### config.mk
export PLATFORM = sky130hd
export DESIGN_NAME = ruc_col_cell
export DESIGN_NICKNAME = d
export VERILOG_FILES = /design/src/sv/ruc_pkg.sv /design/src/sv/ruc_col_cell.sv
export SDC_FILE = /design/constraint.sdc
export NUM_CORES = 1
export LEC_CHECK = 0
export BUFFER_PORTS_ARGS = -buffer_cell sky130_fd_sc_hd__clkbuf_2
export CAP_MARGIN = 40
export CORE_MARGIN = 10
export CORE_UTILIZATION = 25
export CTS_CLUSTER_SIZE = 28
export DETAILED_ROUTE_END_ITERATION = 10
export PLACE_DENSITY = 0.53
export SETUP_SLACK_MARGIN = 0.2
export SLEW_MARGIN = 10
export SYNTH_ARGS = -nofsm -noshare
export SYNTH_HDL_FRONTEND = slang
export SYNTH_SLANG_ARGS = --single-unit
### constraint.sdc
create_clock -name clk -period 0.8 [get_ports clk]
set_clock_uncertainty 0.15 [all_clocks]
set_input_delay 0.04 -clock clk [delete_from_list [all_inputs] [get_ports clk]]
set_output_delay 0.04 -clock clk [all_outputs]
set_load 0.005 [all_outputs]
### src/sv/ruc_pkg.sv
// shared types, constants and register codes for the ring uniqueness corner detector
`timescale 1ns / 1ps

package ruc_pkg;

  // pixel and window geometry
  localparam int PIX_W      = 8;
  localparam logic [PIX_W-1:0] PAD_VALUE = 8'hFF;
  localparam int WIN_SIDE   = 5;
  localparam int WIN_HALF   = 2;
  localparam int LINE_COUNT = 4;
  localparam int RING_SIZE  = 8;

  // ring offsets, clockwise from the upper left neighbour
  localparam int RING_DR [RING_SIZE] = '{-1, -1, -1, 0, 1, 1, 1, 0};
  localparam int RING_DC [RING_SIZE] = '{-1, 0, 1, 1, 1, 0, -1, -1};

  // frame limits and field widths
  localparam int MAX_WIDTH_DEF = 2048;
  localparam int MAX_HEIGHT    = 2048;
  localparam int CFG_W         = 12;
  localparam int ROW_W         = 12;
  localparam int CTR_ROW_W     = 11;
  localparam int OUT_W         = 11;
  localparam int RST_WIDTH     = 640;
  localparam int RST_HEIGHT    = 480;

  // configuration register indexes
  localparam int CFG_IDX_W = 1;
  localparam logic [CFG_IDX_W-1:0] REG_FRAME_WIDTH  = 1'b0;
  localparam logic [CFG_IDX_W-1:0] REG_FRAME_HEIGHT = 1'b1;

  // one window column, index is the row within the window
  typedef logic [WIN_SIDE-1:0][PIX_W-1:0] col_t;
  // whole window, index is the column within the window
  typedef col_t [WIN_SIDE-1:0] win_t;

  // control handed to each column cell
  typedef struct packed {
    logic                shift_en;
    logic                col_ok;
    logic [WIN_SIDE-1:0] row_ok;
  } cell_ctl_t;

endpackage

### src/sv/ruc_col_cell.sv
// one window column cell: holds five pixels, shifts towards its older neighbour, masks the frame edge
`timescale 1ns / 1ps

module ruc_col_cell (
  input  logic               clk,
  input  logic               rst_n,
  input  ruc_pkg::cell_ctl_t ctl,
  input  ruc_pkg::col_t      col_in,
  output ruc_pkg::col_t      col_out,
  output ruc_pkg::col_t      col_vis
);

  import ruc_pkg::*;

  col_t col_r;

  // column storage, padding after reset
  always_ff @(posedge clk) begin
    if (!rst_n) begin
      col_r <= {WIN_SIDE{PAD_VALUE}};
    end else if (ctl.shift_en) begin
      col_r <= col_in;
    end
  end

  assign col_out = col_r;

  // positions outside the frame read as padding
  always_comb begin
    for (int r = 0; r < WIN_SIDE; r++) begin
      col_vis[r] = (ctl.col_ok && ctl.row_ok[r]) ? col_r[r] : PAD_VALUE;
    end
  end

endmodule

* Yosys cells after proc, flatten, opt, wreduce, memory -nomap -nowiden
Cells that the tools add are included.
** Storage, ports and cells
- Flip-flop bits (word level) :: 40
- Input port bits :: 49
- Output and inout port bits :: 80
- Logic and storage cells :: 15
** Operators by class
- Multiplexer cells :: 5
- Reduce and logical (&&, ||, !) cells :: 5
** Operator list (number)
- $mux 8 :: 5
- $logic_and 1x1->1 :: 5

* Depth between registers and ports, before layout
- Word-level depth :: 2
- Depth in mapped cells :: 4
- Depth with buffers taken out :: 2

* Worst setup path after synthesis
OpenSTA, ideal clock, no wires.
- Path kind :: input to register
- Start :: input ctl[6] (netlist bit)
- End :: register col_r (netlist bit col_out[0])
- Library setup time :: 0.129 ns
- Data arrival time :: 0.514 ns
- Data required time :: 0.521 ns
- Slack :: 0.006 ns
- Stages :: 4
- Path buffers :: 2
- Cell sequence :: buf_6 -> buf_8 -> mux2i_1 -> nand2_1
** RTL lines
- from (decl) :: line ruc_col_cell.sv:7 : input ruc_pkg::cell_ctl_t ctl,
- to (signal assigned) :: line ruc_col_cell.sv:20 : col_r <= {WIN_SIDE{PAD_VALUE}};
- to (signal assigned) :: line ruc_col_cell.sv:22 : col_r <= col_in;
- to (decl) :: line ruc_col_cell.sv:15 : col_t col_r;

==> impl_summary.md <==
Die
During I/O placement, the number of pins put on the boundary was 129. The effective utilization at floorplan is 25.4%. The die covers 10,500 um2. From bottom edge to top edge, the die measures 103 um. The width of the die is 103 um. The floorplan has 30 rows. After floorplanning, the core was sized to cover 6720 um2.

Detailed routing
Using the TritonRoute via totals, the vias-per-cell ratio works out to 4.19. In this run the remaining antenna-violating nets after routing total 0. The violation count after the first detailed-routing iteration is 17. The average wire per cell in the routed design is 14.3 um. The routed design has 6180 um of wire. Detailed routing inserted a total of 1,810 vias. After detailed routing, the number of remaining DRC violations is 0. The count of TritonRoute iterations in the first routing pass is 4.

Pwr
Dividing total power by cell area gives a power density of 1400 nW/um2. In this run the static leakage power is 0.00165 uW. The part of the power in registers is 47.5%.

Of the total power, the clock network draws 28.7%. Internal power comes to 3550 uW. The portion of total power attributed to combinational logic is 23.8%. The worst ir drop on vdd is 0.636 mV. The overall power of the completed layout is 4690 uW.

In this run the power spent charging and discharging nets is 1140 uW. The net switching fraction of the power is 24.2%.

Timing
Setup violations remaining at the end of the flow were counted as 116. Setup repair after global routing could not meet its margin everywhere. The transition at the pin with the smallest max-transition slack is 0.324 ns. The final cycle utilization of the critical path is 143%.

Across all hold checks on the routed design, the worst slack comes to -0.195 ns. In this run the tightest slew margin relative to its limit is 78.3%. Derived from the worst setup path, the maximum achievable clock frequency is 0.872 GHz. After layout, the worst setup slack is -0.347 ns. The minimum clock period after layout is 1.15 ns. The number of failing hold endpoints at the final stage came to 40. The final number of max-transition violations is 0.

Setup path
The endpoint type of the worst setup path is a primary output. The critical path in this run is classified as reg2out. STA classifies the critical path startpoint as a flip-flop. The required time of the worst setup path is 0.61 ns. For the worst setup path, the data arrival time is 0.96 ns. Along the worst path, the maximum fanout reaches 2. The depth of the worst register-to-register path is 4.

Cells and area
The register with the most flip-flops in the layout has 40 of them. The number of diodes added for antenna fixing is 0. The layout-stage area growth over the synthesis result is 96.9%.

Of the cells placed in the final design, the portion with a size suffix greater than 1 is 75.3%. The final standard cell utilization of the core is 50.0%. The total number of nets in the final design is 400.

Worst hold path
The cell count of the worst hold path is 3. The class of the worst hold path is in2reg.

Global route
The global-route wire length before repair is 9510 um. The initial antenna violation count is 0. Entering global routing, the biggest net connects 22 pins. The via count of the first global-routing pass was 1,928. The overall global routing resource usage is 11.2%.

For this run the aggregate overflow at the end of global routing stands at 0.

Outcome
The checks that failed: negative hold slack, negative setup slack. The run finished, with violations left.

Placement
The post-detailed-placement half-perimeter wirelength is 4440 um. The worst setup slack after placement is -0.224 ns. The number of buffers inserted by port buffering is 128.

The final estimated routing congestion in global placement is 0.684.

Synthesis
Summing every instance area after synthesis gives 1710 um2. After technology mapping, the gate count stands at 174. The number of nets produced by synthesis is 223. The sequential fraction of the synthesis area is 46.9%. The flip-flop and latch count after synthesis is 40. For this run, the number of Yosys warnings is 0.

The average instance in the mapped netlist occupies 9.81 um2. The netlist uses 7 different library cells.

Clocking
TritonCTS built the clock tree. Counting along the longest clock path gives a buffer depth of 2. CTS placed an instance of sky130_fd_sc_hd__clkbuf_8 at the clock tree root. The clock edge transition at the registers on the reported setup and hold paths is 0.08 ns.

In this run the number of H-tree levels came out at 2. Clock tree synthesis inserted a total of 5 buffers. The clock net in this run drives a total of 40 sinks. The clock network latency to the later pin of the worst-skew pair is 0.28 ns.

Flow run
The number of maximum-capacitance violations is 0.
## cells in the mapped netlist
cell	number	share of area (%)
sky130_fd_sc_hd__buf_6	1	0.66
sky130_fd_sc_hd__clkbuf_1	4	0.88
sky130_fd_sc_hd__dfxtp_1	40	47
sky130_fd_sc_hd__mux2i_1	40	23
sky130_fd_sc_hd__or2_2	40	15
sky130_fd_sc_hd__nand2_1	45	9.9
sky130_fd_sc_hd__buf_8	4	3.5
## metrics by stage
stage | area, um2 | setup TNS, ns | cells
after floorplan | 1810 | 0 | 174
after global placement | 2570 | -11.79 | 381
after detailed placement | 2570 | -13.30 | 381
after CTS | 3150 | -25.38 | 429
after global routing | 3360 | -29.88 | 432
final | 3360 | -24.87 | 432
## cell type report
cell class,count,area (um2)
Fill cell,624,3360
Multi-Input combinational cell,125,920
Sequential cell,40,851
Timing Repair Buffer,179,1400
Tap cell,80,100
Clock buffer,8,90.1
## worst max-delay path: stages, from the launching register on
cell and delay (ns):
sky130_fd_sc_hd__dfxtp_2 0.33, sky130_fd_sc_hd__or2_4 0.23, sky130_fd_sc_hd__buf_6 0.11
## cells in the final DEF, fill, tap and decap left out
master	Yosys	layout
sky130_fd_sc_hd__buf_12	0	4
sky130_fd_sc_hd__buf_4	0	5
sky130_fd_sc_hd__buf_6	1	69
sky130_fd_sc_hd__clkbuf_1	4	2
sky130_fd_sc_hd__clkbuf_2	0	101
sky130_fd_sc_hd__clkbuf_8	0	6
sky130_fd_sc_hd__dfxtp_2	0	40
sky130_fd_sc_hd__mux2i_1	40	40
sky130_fd_sc_hd__nand2_1	45	45
sky130_fd_sc_hd__or2_4	0	40
## power by group through the flow
stage / Sequential, uW / Combinational [uW] / Clock (uW)
floorplan: 2250 / 368 / 0
global placement: 2250 / 744 / 0
detailed placement: 2250 / 753 / 0
CTS: 2220 / 1010 / 1430
global route: 2240 / 1220 / 1520
finish: 2230 / 1120 / 1350
## kinds of logic (layout without fill, tap and decap cells)
group         count (synthesis)  after routing  synth area share (%)
buf+inv                       9            187                  5.06
mux                          40             40                  23.5
flops                        40             40                  46.9
simple gates                 85             85                  24.6
## routing by layer
metal / wire length [um] / vias up / track usage [%]
li1: - / 913 / -
met1: 2280 / 830 / 11.9
met2: 3320 / 65 / 20.2
met3: 566 / 2 / 4.69
met4: 17 / 0 / 2.60
met5: 0 / - / 0
## worst paths after layout
path	from	endpoint	slack [ns]
max	col_out[23]	col_vis[23]	-0.35
min	col_in[8]	col_out[8]	-0.20
max reg2reg	col_out[10]	col_out[10]	-0.18
min reg2reg	col_out[30]	col_out[30]	0.33
## timing repair
item | 4_1_cts | 5_1_grt
buffers inserted | 40 | 3
pin swaps | 79 | 15
setup endpoints to repair | 120 | 120
hold endpoints to repair | 40 | 40
resized for setup | 76 | 39
(Power assumes the default switching activity.)
