==> src/sv/ruc_pkg.sv <==
// shared types, constants and register codes for the ring uniqueness corner detector
`timescale 1ns / 1ps

package ruc_pkg;

  // pixel and window geometry
  localparam int PIX_W      = 8;
  localparam logic [PIX_W-1:0] PAD_VALUE = 8'hFF;
  localparam int WIN_SIDE   = 5;
  localparam int WIN_HALF   = 2;
  localparam int LINE_COUNT = 4;
  localparam int RING_SIZE  = 8;

  // ring offsets, clockwise from the upper left neighbour
  localparam int RING_DR [RING_SIZE] = '{-1, -1, -1, 0, 1, 1, 1, 0};
  localparam int RING_DC [RING_SIZE] = '{-1, 0, 1, 1, 1, 0, -1, -1};

  // frame limits and field widths
  localparam int MAX_WIDTH_DEF = 2048;
  localparam int MAX_HEIGHT    = 2048;
  localparam int CFG_W         = 12;
  localparam int ROW_W         = 12;
  localparam int CTR_ROW_W     = 11;
  localparam int OUT_W         = 11;
  localparam int RST_WIDTH     = 640;
  localparam int RST_HEIGHT    = 480;

  // configuration register indexes
  localparam int CFG_IDX_W = 1;
  localparam logic [CFG_IDX_W-1:0] REG_FRAME_WIDTH  = 1'b0;
  localparam logic [CFG_IDX_W-1:0] REG_FRAME_HEIGHT = 1'b1;

  // one window column, index is the row within the window
  typedef logic [WIN_SIDE-1:0][PIX_W-1:0] col_t;
  // whole window, index is the column within the window
  typedef col_t [WIN_SIDE-1:0] win_t;

  // control handed to each column cell
  typedef struct packed {
    logic                shift_en;
    logic                col_ok;
    logic [WIN_SIDE-1:0] row_ok;
  } cell_ctl_t;

endpackage

==> src/sv/ruc_ring_eval.sv <==
// ring uniqueness test over a masked 5x5 window
`timescale 1ns / 1ps

module ruc_ring_eval (
  input  ruc_pkg::win_t win,
  output logic          corner
);

  import ruc_pkg::*;

  logic [RING_SIZE-1:0][PIX_W-1:0]     own;
  logic [RING_SIZE-1:0][RING_SIZE-1:0] neq;
  logic [RING_SIZE-1:0]                ring_diff;

  // ring around the centre
  for (genvar a = 0; a < RING_SIZE; a++) begin : g_own
    assign own[a] = win[WIN_HALF + RING_DC[a]][WIN_HALF + RING_DR[a]];
  end

  // ring around each neighbour against the centre ring
  for (genvar g = 0; g < RING_SIZE; g++) begin : g_nb
    for (genvar a = 0; a < RING_SIZE; a++) begin : g_pos
      localparam int RO = WIN_HALF + RING_DR[g] + RING_DR[a];
      localparam int CO = WIN_HALF + RING_DC[g] + RING_DC[a];
      assign neq[g][a] = (win[CO][RO] != own[a]);
    end
    assign ring_diff[g] = |neq[g];
  end

  // padding centre never counts
  assign corner = (win[WIN_HALF][WIN_HALF] != PAD_VALUE) && (&ring_diff);

endmodule

==> config.mk <==
export PLATFORM = sky130hd
export DESIGN_NAME = ruc_ring_eval
export DESIGN_NICKNAME = d
export VERILOG_FILES = /design/src/sv/ruc_pkg.sv /design/src/sv/ruc_ring_eval.sv
export SDC_FILE = /design/constraint.sdc
export NUM_CORES = 1
export LEC_CHECK = 0
export BUFFER_PORTS_ARGS = -buffer_cell sky130_fd_sc_hd__buf_2
export CAP_MARGIN = 20
export CORE_MARGIN = 1.5
export CORE_UTILIZATION = 52
export DETAILED_ROUTE_END_ITERATION = 12
export PLACE_DENSITY = 0.85
export SLEW_MARGIN = 20
export SYNTH_ARGS = -nofsm -noshare
export SYNTH_HDL_FRONTEND = slang
export SYNTH_SLANG_ARGS = --single-unit
==> constraint.sdc <==
create_clock -name vclk -period 3.05
set_clock_uncertainty 0.05 [all_clocks]
set_input_delay 0.7625 -clock vclk [all_inputs]
set_output_delay 0.7625 -clock vclk [all_outputs]
set_load 0.02 [all_outputs]
Word level (Yosys, flattened, before mapping). Index checks and enable logic that the tools add are counted.

Register bits after elaboration: 0.

Equal/unequal tests: 65. Reduce and logical (&&, ||, !) cells: 10.

Operators by type and width (count): != test 8 bit (64); OR reduction 8 bit (8); != test 8 bit, second input constant (1); AND reduction 8 bit (1); logical AND 1 bit (1).

Longest topological paths before layout.
Depth in word-level cells: 4. Depth in mapped cells: 7. Gate-level depth less buffers: 6.

Worst setup path before layout. OpenSTA, ideal clock, no wires.

Path kind: input to output. Start point: input port win[102] in the netlist's numbering. End point: output port corner. Arrival time: 1.938 ns. Required time: 2.237 ns. Slack: 0.299 ns. Cell stages on the path: 7. Cell sequence: buf_4 -> xnor2_1 -> nand4_1 -> nor4_1 -> a22oi_1 -> o22ai_2 -> nor4_2.

Cells in the longest elaborated chain, start to end: 4. Elaborated cells between the ends (all ways): 19. Classes of those cells: eq/ne: 9; reduce/logical: 10.

RTL lines: start, declared (RTL line ruc_ring_eval.sv:5) `input ruc_pkg::win_t win,`; != test 8 bit (RTL line ruc_ring_eval.sv:25) `assign neq[g][a] = (win[CO][RO] != own[a]);`; OR reduction 8 bit (RTL line ruc_ring_eval.sv:27) `assign ring_diff[g] = |neq[g];`; AND reduction 8 bit (RTL line ruc_ring_eval.sv:31) `assign corner = (win[WIN_HALF][WIN_HALF] != PAD_VALUE) && (&ring_diff);`; logical AND 1 bit * (RTL line ruc_ring_eval.sv:31); end, declared (RTL line ruc_ring_eval.sv:6) `output logic corner`.

Mark *: on every way between the ends. The rest lies on a longest branch, timed or not.

Worst setup path in the final report.
Start point: input port win[66] in the netlist's numbering. End point: output port corner.

Cells in the longest elaborated chain, start to end: 4. Elaborated cells between the ends (all ways): 20. Classes of those cells: eq/ne: 10; reduce/logical: 10.

RTL lines (RTL line): != test 8 bit (ruc_ring_eval.sv:25); OR reduction 8 bit (ruc_ring_eval.sv:27); AND reduction 8 bit * (ruc_ring_eval.sv:31); logical AND 1 bit * (ruc_ring_eval.sv:31).

Marked as above.

==> flow_results.xml <==
<?xml version="1.0" encoding="UTF-8"?>
<metrics>
  <group name="die">
    <metric name="die_outline_area" unit="µm²">10100</metric>
    <metric name="dieWidth" unit="µm">101</metric>
    <metric name="core-area" unit="µm²">9240</metric>
    <metric name="rows" unit="">35</metric>
    <metric name="initial_core_util" unit="%">53.5</metric>
    <metric name="die_h" unit="µm">101</metric>
    <metric name="io_pins" unit="">201</metric>
  </group>
  <group name="status">
    <metric name="run_status" unit="">complete, but fails checks</metric>
    <metric name="violations" unit="">setup timing</metric>
  </group>
  <group name="placed_design">
    <metric name="dpl.cell_count" unit="">1054</metric>
    <metric name="port_buffers" unit="">201</metric>
    <metric name="place.detailed.hpwl" unit="µm">21900</metric>
    <metric name="placement.cell_area" unit="µm²">6900</metric>
    <metric name="place.gp.congestion" unit="">1.13</metric>
  </group>
  <group name="timing">
    <metric name="worst_slew_pin_tran" unit="ns">0.423</metric>
    <metric name="post-route-period-util" unit="%">109</metric>
    <metric name="holdWs" unit="ns">2.17</metric>
    <metric name="period_needed" unit="ns">3.33</metric>
    <metric name="totalNegativeSetupSlack" unit="ns">-0.275</metric>
    <metric name="timing.final.ws_setup" unit="ns">-0.275</metric>
    <metric name="maxSlewViolCount" unit="">0</metric>
    <metric name="setup_violations" unit="">1</metric>
    <metric name="unrepaired_setup_endpoints_after_global_routing" unit="">true</metric>
    <metric name="slew_headroom" unit="%">71.7</metric>
    <metric name="hold_viol" unit="">0</metric>
    <metric name="achievable-frequency" unit="MHz">301</metric>
  </group>
  <group name="grt">
    <metric name="antenna_found_initial" unit="">0</metric>
    <metric name="globalRoute.totalOverflow" unit="">0</metric>
    <metric name="first_global_vias" unit="">6494</metric>
    <metric name="grt_first_pass_wirelength" unit="µm">38800</metric>
    <metric name="grt.total_usage" unit="%">52.9</metric>
    <metric name="grt_max_degree" unit="">11</metric>
  </group>
  <group name="route">
    <metric name="drt-pass1-iter-count" unit="">6</metric>
    <metric name="drc_errors" unit="">0</metric>
    <metric name="viasPerCell" unit="">6.62</metric>
    <metric name="ant_nets" unit="">0</metric>
    <metric name="wl_per_cell" unit="µm">28.4</metric>
    <metric name="drt_wl_total" unit="µm">30000</metric>
    <metric name="drt_first_iter_violations" unit="">1047</metric>
    <metric name="vias" unit="">7012</metric>
  </group>
  <group name="cells_and_area">
    <metric name="fin_nets" unit="">1132</metric>
    <metric name="layout-area-overhead-vs-synth" unit="%">62.4</metric>
    <metric name="fin_util" unit="%">86.9</metric>
    <metric name="seq_cell_count" unit="">0</metric>
    <metric name="layout-drive-gt1-share" unit="%">50.5</metric>
    <metric name="layout.cells.non_filler" unit="">1059</metric>
    <metric name="fill_cells" unit="">515</metric>
    <metric name="antenna_diodes" unit="">0</metric>
    <metric name="n_clock_buffer" unit="">0</metric>
    <metric name="ff_latch_area" unit="µm²">0</metric>
    <metric name="fin_area" unit="µm²">8030</metric>
  </group>
  <group name="logic_synthesis">
    <metric name="syn-num-nets" unit="">831</metric>
    <metric name="yosys.area_share.adder" unit="%">0</metric>
    <metric name="post-synth-top-area-cell" unit="">xnor2_1</metric>
    <metric name="synthMostInstantiatedCell" unit="">xnor2_1</metric>
    <metric name="ys_seq_area_share" unit="%">0</metric>
    <metric name="avgSynthCellArea" unit="µm²">7.84</metric>
    <metric name="synth_top_family_by_area" unit="">XOR/XNOR gates</metric>
    <metric name="synthTopCellsByCount" unit="">xnor2_1, xor2_1, nand4_1</metric>
    <metric name="synth.lib_cells_used.distinct" unit="">19</metric>
    <metric name="synth_compound_gate_area_share" unit="%">3.36</metric>
    <metric name="synth_xor_area_share" unit="%">62.3</metric>
    <metric name="post_synth_mux_area_share" unit="%">0</metric>
    <metric name="synth_simple_gate_area_share" unit="%">23.1</metric>
    <metric name="synth.area.top_cells" unit="">xnor2_1, xor2_1, nand4_1</metric>
    <metric name="synth_top_area_share" unit="%">45.3</metric>
    <metric name="syn_inst" unit="">631</metric>
    <metric name="yosysWarnings" unit="">0</metric>
    <metric name="netlist_area_pre_place" unit="µm²">4950</metric>
  </group>
  <group name="setup_path">
    <metric name="required" unit="ns">2.24</metric>
    <metric name="crit_end" unit="">corner</metric>
    <metric name="classification_of_the_worst_setup_path" unit="">input port to output port</metric>
    <metric name="critical_path.max_fanout" unit="">8</metric>
    <metric name="cp.arrival" unit="ns">2.51</metric>
    <metric name="nature_of_the_critical_path_startpoint" unit="">input port</metric>
    <metric name="timing.critical_path.to_type" unit="">output port</metric>
    <metric name="crit_start" unit="">win[66]</metric>
  </group>
  <group name="power_and_ir_drop">
    <metric name="maximum_vdd_drop" unit="V">0.000128</metric>
    <metric name="pwr_density_cell" unit="nW/µm²">172</metric>
    <metric name="leakage" unit="µW">0.00335</metric>
  </group>
  <group name="worst_hold_path">
    <metric name="hp-class" unit="">input port to output port</metric>
  </group>
  <group name="run">
    <metric name="max_cap_viol_count" unit="">0</metric>
  </group>
  <group name="cts">
    <metric name="hold_buffers" unit="">0</metric>
  </group>
</metrics>
==> routing by layer <==
layer  global-route usage (%)  share of wire (%)  up-vias
li1                         -                  -     2770
met4                     34.8                 11        0
met1                     64.2                 33     3112
met3                     14.5                 15      298
met2                     81.9                 41      832
met5                        0                  0        -
==> cells by family after synthesis <==
kind of cell | after synthesis
AND/OR/NAND/NOR | 186
XOR/XNOR | 352
buffers and inverters | 72
AO/OA/AOI/OAI | 21
==> stage by stage <==
step                total power, µW  worst slack [ns]
floorplan                       623             0.299
global placement               1110            -0.445
detailed placement             1120            -0.392
CTS                            1190           -0.0569
global route                   1410            -0.383
finish                         1380            -0.275
==> area by class of cell <==
type | instances | area, µm² | area share (%)
Multi-Input combinational cell | 559 | 5090 | 63.4
Timing Repair Buffer | 371 | 2780 | 34.6
Tap cell | 129 | 161 | 2.01
==> power by group <==
group	total, µW	internal (µW)	switching, µW
registers	0	0	0
clock network	0	0	0
logic	1380	659	726
==> worst min path at each step <==
stage	start	endpoint	slack (ns)	cells after the start
2_1_floorplan	win[96]	corner	1.93	4
3_3_place_gp	win[101]	corner	2.33	5
3_5_place_dp	win[101]	corner	2.29	5
4_1_cts	win[101]	corner	2.23	5
5_1_grt	win[101]	corner	2.18	5
6_report	win[101]	corner	2.17	5
==> worst max-delay path, cell delays in order <==
cell	delay [ns]
buf_4	0.16
buf_4	0.16
xnor2_1	0.12
nand4_1	0.23
nor4_1	0.40
nand3_1	0.22
a21oi_4	0.22
nor4_4	0.07
buf_4	0.16
==> placed cells by master (no fill, tap or decap) <==
cell / count
xor2_2: 9
a21oi_2: 1
a21oi_4: 1
nor4_1: 16
clkbuf_4: 5
buf_4: 176
buf_2: 144
or3_1: 1
and3_1: 28
nor3_2: 2
nand3_2: 1
a22oi_2: 1
nand3_1: 8
nor4_2: 24
nand4_1: 72
buf_12: 18
buf_8: 6
o22ai_1: 8
xnor2_1: 216
xnor2_2: 37
nor4_4: 4
and3_2: 1
buf_6: 22
xor2_1: 86
a221oi_2: 2
xnor2_4: 3
nor3_4: 1
o22ai_2: 8
or3_4: 3
nor3_1: 25
xor2_4: 1
==> what timing repair did <==
item / 4_1_cts / 5_1_grt
endpoints found under the setup margin: 1 / 1
buffers inserted: 1 / 5
gates cloned: 0 / 0
pin swaps: 31 / 53
resized for setup: 99 / 131
(Power assumes the default switching activity.)
